`src/rtl/gbc_pkg.sv`:
```
`timescale 1ns / 1ps
// ----------------------------------------------------------------------------
// gbc_pkg
// Shared types and constants for the gyro bias calibration block.
// ----------------------------------------------------------------------------
package gbc_pkg;

    // Samples averaged for the offset, and again tracked for the dead band
    localparam int CAL_SAMPLES  = 100;
    localparam int HALF_SAMPLES = CAL_SAMPLES / 2;

    localparam int AXES     = 3;
    localparam int AXIS_W   = 2;
    localparam logic [AXIS_W-1:0] FIRST_AXIS = 2'd0;
    localparam logic [AXIS_W-1:0] LAST_AXIS  = 2'd2;

    localparam int SAMPLE_W = 16;
    localparam int DEV_W    = 17;
    localparam int SUM_W    = 26;
    localparam int THR_W    = 17;
    localparam int OUT_W    = 20;

    localparam int CNT_W = (CAL_SAMPLES > 1) ? $clog2(CAL_SAMPLES) : 1;
    localparam logic [CNT_W-1:0] LAST_COUNT = CNT_W'(CAL_SAMPLES - 1);

    // Rounded division by CAL_SAMPLES: (|sum| + N/2) * ceil(2^SH / N) >> SH.
    // SH = MAG_W + clog2(N) keeps the truncated quotient exact over MAG_W bits.
    localparam int MAG_W   = $clog2(CAL_SAMPLES * 32768 + HALF_SAMPLES + 1);
    localparam int DIV_SH  = MAG_W + $clog2(CAL_SAMPLES);
    localparam int RECIP_W = MAG_W + 1;
    localparam int PROD_W  = MAG_W + RECIP_W;
    localparam int QUO_W   = 17;
    localparam logic [63:0] RECIP_FULL =
        ((64'd1 << DIV_SH) + 64'(CAL_SAMPLES) - 64'd1) / 64'(CAL_SAMPLES);
    localparam logic [RECIP_W-1:0] RECIP = RECIP_FULL[RECIP_W-1:0];

    // Full-scale range codes
    localparam logic [1:0] RANGE_250  = 2'd0;
    localparam logic [1:0] RANGE_500  = 2'd1;
    localparam logic [1:0] RANGE_2000 = 2'd2;

    typedef logic signed [SAMPLE_W-1:0] sample_t;
    typedef logic signed [SUM_W-1:0]    sum_t;
    typedef logic [THR_W-1:0]           thr_t;
    typedef logic signed [OUT_W-1:0]    rate_out_t;

    typedef enum logic [1:0] {
        PH_OFFSET = 2'd0,
        PH_THRESH = 2'd1,
        PH_RUN    = 2'd2
    } phase_t;

    typedef struct packed {
        logic       fire;
        logic       clear;
        phase_t     phase;
        logic [1:0] range_sel;
    } axis_ctrl_t;

endpackage

```
`src/rtl/gyro_bias_calibrate_deadband.sv`:
```
`timescale 1ns / 1ps
// ----------------------------------------------------------------------------
// gyro_bias_calibrate_deadband
// Three-axis gyro zero-rate offset calibration with dead band and range
// scaling.
// ----------------------------------------------------------------------------
// One result word comes out for every sample word taken in, through the input
// and output registers, and a new sample is taken every cycle while the
// output is being drained. The exception is the end of offset calibration:
// after the last offset-calibration sample the input stalls while one shared
// reciprocal multiplier, two stages deep, turns the three axis sums into
// rounded offsets, one axis per cycle. Reset or any write to the range
// register restarts calibration: the first CAL_SAMPLES words average the
// offset, the next CAL_SAMPLES words set each axis's dead band, and rates are
// zero in both phases; tuser carries the phase each word was processed in.
// ----------------------------------------------------------------------------
module gyro_bias_calibrate_deadband (
    input  logic        aclk,
    input  logic        aresetn,

    input  logic        cfg_we,
    input  logic [1:0]  cfg_wdata,       // range_select

    input  logic        s_axis_tvalid,
    output logic        s_axis_tready,
    input  logic [47:0] s_axis_tdata,    // rate_x[15:0], rate_y[31:16], rate_z[47:32]

    output logic        m_axis_tvalid,
    input  logic        m_axis_tready,
    output logic [63:0] m_axis_tdata,    // out_x[19:0], out_y[39:20], out_z[59:40], zero[63:60]
    output logic [1:0]  m_axis_tuser     // phase[1:0]
);

    logic [1:0]                    range_reg;
    gbc_pkg::phase_t               phase_reg;
    gbc_pkg::phase_t               phase_next;
    logic [gbc_pkg::CNT_W-1:0]     count_reg;
    logic [gbc_pkg::CNT_W-1:0]     count_next;

    logic                          in_vld_reg;
    gbc_pkg::sample_t              in_sample_reg [gbc_pkg::AXES];
    logic                          out_vld_reg;
    gbc_pkg::rate_out_t            out_rate_reg  [gbc_pkg::AXES];
    gbc_pkg::phase_t               out_phase_reg;

    logic                          div_feed_reg;
    logic [gbc_pkg::AXIS_W-1:0]    div_axis_reg;
    logic                          div_busy;
    logic                          div_out_vld;
    logic [gbc_pkg::AXIS_W-1:0]    div_out_axis;
    gbc_pkg::sample_t              div_out_ofs;

    gbc_pkg::sum_t                 axis_sum  [gbc_pkg::AXES];
    gbc_pkg::rate_out_t            axis_rate [gbc_pkg::AXES];
    gbc_pkg::axis_ctrl_t           ctrl;

    logic                          out_free;
    logic                          fire;
    logic                          last_sample;
    logic                          in_load;

    assign out_free      = !out_vld_reg || m_axis_tready;
    // Hold the word in the input register until the offsets are written
    assign fire          = in_vld_reg && out_free && !div_feed_reg && !div_busy;
    assign s_axis_tready = !in_vld_reg || fire;
    assign in_load       = s_axis_tvalid && s_axis_tready;
    assign last_sample   = (count_reg == gbc_pkg::LAST_COUNT);

    always_comb begin
        phase_next = phase_reg;
        count_next = count_reg;
        if (phase_reg != gbc_pkg::PH_RUN) begin
            if (last_sample) begin
                count_next = '0;
                phase_next = (phase_reg == gbc_pkg::PH_OFFSET) ? gbc_pkg::PH_THRESH
                                                               : gbc_pkg::PH_RUN;
            end else begin
                count_next = count_reg + 1'b1;
            end
        end
    end

    always_comb begin
        ctrl.fire      = fire;
        ctrl.clear     = cfg_we;
        ctrl.phase     = phase_reg;
        ctrl.range_sel = range_reg;
    end

    always_ff @(posedge aclk) begin
        if (!aresetn) begin
            range_reg    <= gbc_pkg::RANGE_250;
            phase_reg    <= gbc_pkg::PH_OFFSET;
            count_reg    <= '0;
            in_vld_reg   <= 1'b0;
            out_vld_reg  <= 1'b0;
            div_feed_reg <= 1'b0;
            div_axis_reg <= gbc_pkg::FIRST_AXIS;
        end else begin
            if (cfg_we) begin
                range_reg <= cfg_wdata;
                phase_reg <= gbc_pkg::PH_OFFSET;
                count_reg <= '0;
            end else if (fire) begin
                phase_reg <= phase_next;
                count_reg <= count_next;
            end

            if (in_load) begin
                in_vld_reg <= 1'b1;
            end else if (fire) begin
                in_vld_reg <= 1'b0;
            end

            if (fire) begin
                out_vld_reg <= 1'b1;
            end else if (m_axis_tready) begin
                out_vld_reg <= 1'b0;
            end

            // Feed the three sums to the divider once offset averaging ends
            if (fire && phase_reg == gbc_pkg::PH_OFFSET && last_sample) begin
                div_feed_reg <= 1'b1;
                div_axis_reg <= gbc_pkg::FIRST_AXIS;
            end else if (div_feed_reg) begin
                div_axis_reg <= div_axis_reg + 1'b1;
                if (div_axis_reg == gbc_pkg::LAST_AXIS) begin
                    div_feed_reg <= 1'b0;
                end
            end
        end

        if (in_load) begin
            in_sample_reg[0] <= s_axis_tdata[15:0];
            in_sample_reg[1] <= s_axis_tdata[31:16];
            in_sample_reg[2] <= s_axis_tdata[47:32];
        end
        if (fire) begin
            out_rate_reg  <= axis_rate;
            out_phase_reg <= phase_reg;
        end
    end

    gbc_round_div u_div (
        .aclk     (aclk),
        .aresetn  (aresetn),
        .in_vld   (div_feed_reg),
        .in_sum   (axis_sum[div_axis_reg]),
        .in_axis  (div_axis_reg),
        .out_vld  (div_out_vld),
        .out_axis (div_out_axis),
        .out_ofs  (div_out_ofs),
        .busy     (div_busy)
    );

    for (genvar i = 0; i < gbc_pkg::AXES; i++) begin : g_axis
        gbc_axis u_axis (
            .aclk    (aclk),
            .aresetn (aresetn),
            .ctrl    (ctrl),
            .sample  (in_sample_reg[i]),
            .ofs_we  (div_out_vld && div_out_axis == gbc_pkg::AXIS_W'(i)),
            .ofs_val (div_out_ofs),
            .sum     (axis_sum[i]),
            .rate    (axis_rate[i])
        );
    end

    assign m_axis_tvalid = out_vld_reg;
    assign m_axis_tdata  = {4'b0000, out_rate_reg[2], out_rate_reg[1], out_rate_reg[0]};
    assign m_axis_tuser  = out_phase_reg;

endmodule

```
`src/rtl/gbc_round_div.sv`:
```
`timescale 1ns / 1ps
// ----------------------------------------------------------------------------
// gbc_round_div
// Two-stage rounded divide of an axis sum by the calibration sample count,
// shared by the three axes; one sum in per cycle.
// ----------------------------------------------------------------------------
module gbc_round_div (
    input  logic                          aclk,
    input  logic                          aresetn,
    input  logic                          in_vld,
    input  gbc_pkg::sum_t                 in_sum,
    input  logic [gbc_pkg::AXIS_W-1:0]    in_axis,
    output logic                          out_vld,
    output logic [gbc_pkg::AXIS_W-1:0]    out_axis,
    output gbc_pkg::sample_t              out_ofs,
    output logic                          busy
);

    logic                           s1_vld_reg;
    logic [gbc_pkg::MAG_W-1:0]      s1_mag_reg;
    logic [gbc_pkg::MAG_W-1:0]      s1_mag_next;
    logic                           s1_neg_reg;
    logic [gbc_pkg::AXIS_W-1:0]     s1_axis_reg;

    logic                           s2_vld_reg;
    logic [gbc_pkg::PROD_W-1:0]     s2_prod_reg;
    logic [gbc_pkg::PROD_W-1:0]     s2_prod_next;
    logic                           s2_neg_reg;
    logic [gbc_pkg::AXIS_W-1:0]     s2_axis_reg;

    logic [gbc_pkg::SUM_W-1:0]      abs_val;
    logic [gbc_pkg::SUM_W:0]        mag_wide;
    logic [gbc_pkg::QUO_W-1:0]      quo;
    logic [gbc_pkg::QUO_W-1:0]      quo_neg;

    // Magnitude plus half the divisor: rounds ties away from zero
    always_comb begin
        abs_val     = in_sum[gbc_pkg::SUM_W-1] ? -in_sum : in_sum;
        mag_wide    = {1'b0, abs_val} + (gbc_pkg::SUM_W + 1)'(gbc_pkg::HALF_SAMPLES);
        s1_mag_next = mag_wide[gbc_pkg::MAG_W-1:0];
    end

    assign s2_prod_next = {{gbc_pkg::RECIP_W{1'b0}}, s1_mag_reg}
                        * {{gbc_pkg::MAG_W{1'b0}}, gbc_pkg::RECIP};

    always_comb begin
        quo     = gbc_pkg::QUO_W'(s2_prod_reg >> gbc_pkg::DIV_SH);
        quo_neg = -quo;
        out_ofs = s2_neg_reg ? quo_neg[gbc_pkg::SAMPLE_W-1:0]
                             : quo[gbc_pkg::SAMPLE_W-1:0];
    end

    assign out_vld  = s2_vld_reg;
    assign out_axis = s2_axis_reg;
    assign busy     = s1_vld_reg || s2_vld_reg;

    always_ff @(posedge aclk) begin
        if (!aresetn) begin
            s1_vld_reg <= 1'b0;
            s2_vld_reg <= 1'b0;
        end else begin
            s1_vld_reg <= in_vld;
            s2_vld_reg <= s1_vld_reg;
        end
        s1_mag_reg  <= s1_mag_next;
        s1_neg_reg  <= in_sum[gbc_pkg::SUM_W-1];
        s1_axis_reg <= in_axis;
        s2_prod_reg <= s2_prod_next;
        s2_neg_reg  <= s1_neg_reg;
        s2_axis_reg <= s1_axis_reg;
    end

endmodule

```
`src/rtl/gbc_axis.sv`:
```
`timescale 1ns / 1ps
// ----------------------------------------------------------------------------
// gbc_axis
// One axis: running sum, offset and dead-band threshold, and the scaled,
// dead-banded output rate.
// ----------------------------------------------------------------------------
module gbc_axis (
    input  logic                   aclk,
    input  logic                   aresetn,
    input  gbc_pkg::axis_ctrl_t    ctrl,
    input  gbc_pkg::sample_t       sample,
    input  logic                   ofs_we,
    input  gbc_pkg::sample_t       ofs_val,
    output gbc_pkg::sum_t          sum,
    output gbc_pkg::rate_out_t     rate
);

    gbc_pkg::sum_t                     sum_reg;
    gbc_pkg::sum_t                     sum_next;
    gbc_pkg::sample_t                  offset_reg;
    gbc_pkg::thr_t                     thr_reg;
    gbc_pkg::thr_t                     thr_next;

    logic signed [gbc_pkg::DEV_W-1:0]  dev;
    logic [gbc_pkg::DEV_W-1:0]         dev_abs;
    gbc_pkg::rate_out_t                dev_wide;
    gbc_pkg::rate_out_t                scaled;

    always_comb begin
        dev      = {sample[gbc_pkg::SAMPLE_W-1], sample}
                 - {offset_reg[gbc_pkg::SAMPLE_W-1], offset_reg};
        dev_abs  = dev[gbc_pkg::DEV_W-1] ? -dev : dev;
        dev_wide = {{(gbc_pkg::OUT_W - gbc_pkg::DEV_W){dev[gbc_pkg::DEV_W-1]}}, dev};
        unique case (ctrl.range_sel)
            gbc_pkg::RANGE_500:  scaled = dev_wide <<< 1;
            gbc_pkg::RANGE_2000: scaled = dev_wide <<< 3;
            default:             scaled = dev_wide;
        endcase
    end

    always_comb begin
        sum_next = sum_reg + {{(gbc_pkg::SUM_W - gbc_pkg::SAMPLE_W){sample[gbc_pkg::SAMPLE_W-1]}},
                              sample};
        thr_next = (dev_abs > thr_reg) ? dev_abs : thr_reg;
        // Hold zero through calibration; drop deviations inside the dead band
        if (ctrl.phase != gbc_pkg::PH_RUN || dev_abs < thr_reg) begin
            rate = '0;
        end else begin
            rate = scaled;
        end
    end

    assign sum = sum_reg;

    always_ff @(posedge aclk) begin
        if (!aresetn || ctrl.clear) begin
            sum_reg    <= '0;
            offset_reg <= '0;
            thr_reg    <= '0;
        end else begin
            if (ctrl.fire && ctrl.phase == gbc_pkg::PH_OFFSET) begin
                sum_reg <= sum_next;
            end
            if (ctrl.fire && ctrl.phase == gbc_pkg::PH_THRESH) begin
                thr_reg <= thr_next;
            end
            if (ofs_we) begin
                offset_reg <= ofs_val;
            end
        end
    end

endmodule

```
`config.mk`:
```
export PLATFORM = sky130hd
export DESIGN_NAME = gyro_bias_calibrate_deadband
export DESIGN_NICKNAME = d
export VERILOG_FILES = /design/src/rtl/gbc_pkg.sv /design/src/rtl/gyro_bias_calibrate_deadband.sv /design/src/rtl/gbc_round_div.sv /design/src/rtl/gbc_axis.sv
export SDC_FILE = /design/constraint.sdc
export NUM_CORES = 2
export LEC_CHECK = 0
export BUFFER_PORTS_ARGS = -buffer_cell sky130_fd_sc_hd__buf_2
export CAP_MARGIN = 0
export CELL_PAD_IN_SITES_DETAIL_PLACEMENT = 0
export CELL_PAD_IN_SITES_GLOBAL_PLACEMENT = 1
export CORE_UTILIZATION = 50
export CTS_CLUSTER_DIAMETER = 50
export CTS_CLUSTER_SIZE = 20
export DETAILED_ROUTE_END_ITERATION = 16
export PLACE_DENSITY_LB_ADDON = 0.1
export SLEW_MARGIN = 15
export SYNTH_ARGS = -nofsm -noshare
export SYNTH_HDL_FRONTEND = slang
export SYNTH_SLANG_ARGS = --single-unit
```
`constraint.sdc`:
```
create_clock -name aclk -period 6.65 [get_ports aclk]
set_input_delay 1.33 -clock aclk [delete_from_list [all_inputs] [get_ports aclk]]
set_output_delay 1.33 -clock aclk [all_outputs]
set_load 0.02 [all_outputs]
```
==> metrics.txt <==
Clock Latency Late Sink=0.62 ns; share of the synthesized area in the top cell type=0.1711; via count of the first global-routing pass=24100; Post-Syn Instances=3442; dominant cell type by area after synthesis=ha_1; hold buffer count at CTS=0; synthesized flop and latch total=about 350; XOR/XNOR Fraction of Synth Area=0.05661; crit-path max FO=5; top sig layer=met4; Layout area overhead=11.49%; Worst-Margin Slew=1.087 ns; DRC viols=0; cell leakage power=15.12 nW; Worst EP required=roughly 7.2 ns; Post-synth EDFFs=110; Final Max Slew Viols=0; initial antenna violation count=0; final WL=85480 µm; CP startpoint=u_div.s1_mag_reg[8]$_DFF_P_; mapped cell area=about 31000 µm²; Clk pin slew, worst setup/hold paths=0.05 ns; input/output buffers=around 120; mux share of post-synthesis cell area=0.01605; yosys warns=0; max-cap viol count=0; largest family of logic cells by synthesized area=adder cells; Top FF cell, synth=dfxtp_1; Wirelength per Cell=19.46 µm; asr flop ratio synth=0; Placed Area=~32000 µm²; GP Congestion=~0.92; # clock sinks=around 350; crit path cell chain=ha_1, inv_1, fa_1, fa_1, fa_1, inv_1, fa_1, fa_1, inv_1, fa_1, inv_1, ha_1, buf_4, nand4_1, nor2_1, o2111ai_1, o22ai_1, buf_4, o221ai_4, o211a_1, o21ai_0, nor4_1, nor3_1, xnor2_1; die width=250.1 µm; Routed met1 length=41310 µm; grt ovf=0; Setup CP Type=reg2reg; max reg flops=78; Seq/Total Area, Yosys=0.2627; number of placed I/O pins=~120; FMAX=0.1581 GHz; first-pass GRT wire length=about 130000 µm; via count=~25000; synthesized area per cell=8.944 µm²; Bufs and invs on worst path=6; CTS tree=built; hold crit path type=reg2reg; Final Cycle Share=0.9513; startpoint types=flop; most frequent CP cell=fa_1; Final HPWL DP=68320 µm; hold_sp=u_div.s1_neg_reg$_DFF_P_; ratio of cells with drive above 1 in the final layout=0.09086; DR pass1 iterations=5; Crit path max-delay family=adder cells; CP max-delay cell=fa_1; status=finished, final reports clean; vias per inst=5.668; Final min period=approximately 6.3 ns; maximum vdd drop=~0.33 mV; Worst Path Arrival=6.85 ns; Initial DRC Count=1654; Unique masters post-synth=81; simple-gate share of the synthesized area=0.1289; Crit path largest cell delay=0.56 ns; main area contributors after synthesis=ha_1 17%, dfxtp_1 16%, fa_1 12%; crit end category=flop; total power=10.29 mW; setup violators final=0; GRT Overall Usage=0.2728; worst reg2reg path startpoint=u_div.s1_mag_reg[8]$_DFF_P_; Initial Util=0.5082; Pwr Density=299.7 nW/µm²; Rows=90; Die Y-Extent=250.1 µm; Final ANT Viol Nets=0; Die Area=62570 µm²; Fin Clk Skew=0.05917 ns; total CTS buffers=50; Final nets=between 4000 and 5000; setup_tns=0 ns; largest net degree at the start of global routing=99; WL met2=slightly below 40000 µm; compound-gate portion of the synthesized area=0.1688; core footprint=60580 µm²; Final Hold Viols=0; routed wl met3=around 3900 µm; clk buf depth=3; CTS Root Cell=clkbuf_16; Non-Filler Cell Area, Final=34320 µm²; Post-Synth Adder-Cell Area=0.2908; Hold Slack=0.3321 ns; Rel. slew slack=0.2738; H-tree levels=2
==> power breakdown <==
part	switching, mW	internal (mW)
logic	2.93	2.06
registers	0.130	2.31
clock network	1.16	1.69
==> what timing repair did <==
action / CTS / global route
buffers inserted: 0 / 1
endpoints found under the setup margin: 1 / 8
gates resized for setup: 2 / 12
pin swaps: 0 / 5
==> kinds of logic (layout without fill, tap and decap cells) <==
group / count (synthesis) / in the layout
AND/OR/NAND/NOR: 834 / 834
AO/OA/AOI/OAI: 795 / 795
buffers and inverters: 610 / 775
adder cells (fa/ha/maj): 605 / 605
flip-flops: 349 / 349
XOR/XNOR: 199 / 199
multiplexers: 49 / 49
other: 1 / 5
==> cell usage after synthesis, types with 22 or more instances <==
cell,count
nand2_1,205
dfxtp_1,239
o21a_1,39
xnor2_1,130
nand3_1,43
fa_1,184
mux2i_1,46
nand4_1,22
o21ai_0,124
a22oi_1,29
nor2b_1,44
a221oi_1,24
nor3_1,62
a21o_1,66
edfxtp_1,110
a21oi_1,246
a211oi_1,93
inv_1,496
ha_1,421
a31oi_1,26
clkbuf_1,96
nor2_1,290
nand2b_1,36
xor2_1,69
==> final timing paths <==
check,depth (start not counted),to,slack [ns]
worst max-delay path,24,u_div.s2_prod_reg[44]$_DFF_P_,0.32
worst min-delay path,0,u_div.s2_neg_reg$_DFF_P_,0.33
worst max register to register,24,u_div.s2_prod_reg[44]$_DFF_P_,0.32
worst min register to register,0,u_div.s2_neg_reg$_DFF_P_,0.33
==> area by class of cell <==
| class | instances | area [µm²] |
|---|---|---|
| clock inverter | 33 | 431.7 |
| tap | 782 | 978.4 |
| antenna | 1 | 2.502 |
| clock buffer | 59 | 1378 |
| timing repair buffer | 187 | 1125 |
| fill | 5516 | 26260 |
| sequential | 349 | 8095 |
| multi-input combinational | 2486 | 20450 |
| inverter | 496 | 1862 |
==> layout by cell type (no fill, tap or decap), types with 93 or more instances in the layout <==
cell type / count
nor2_1: 290
dfxtp_1: 233
fa_1: 184
a21oi_1: 245
buf_2: 118
inv_1: 495
a211oi_1: 93
nand2_1: 204
o21ai_0: 123
edfxtp_1: 110
ha_1: 420
xnor2_1: 130
==> stage by stage <==
| stage | util | setup WS [ns] | std cells |
|---|---|---|---|
| 5_1_grt | 0.5665 | -0.02775 | 4392 |
| 6_report | 0.5665 | 0.3241 | 4393 |
| 4_1_cts | 0.5654 | 0.03557 | 4390 |
| 3_5_place_dp | 0.5355 | -0.03335 | 4298 |
| 2_1_floorplan | - | 0.6197 | 3445 |
| 3_3_place_gp | 0.5355 | 0.04771 | 4298 |
==> routing by layer <==
metal	track usage	up-vias
li1	-	12160
met1	0.3906	12090
met2	0.4375	559
met3	0.03554	92
met4	0.06135	0
met5	0	-
Note: power is estimated with default switching activity, not from simulation.
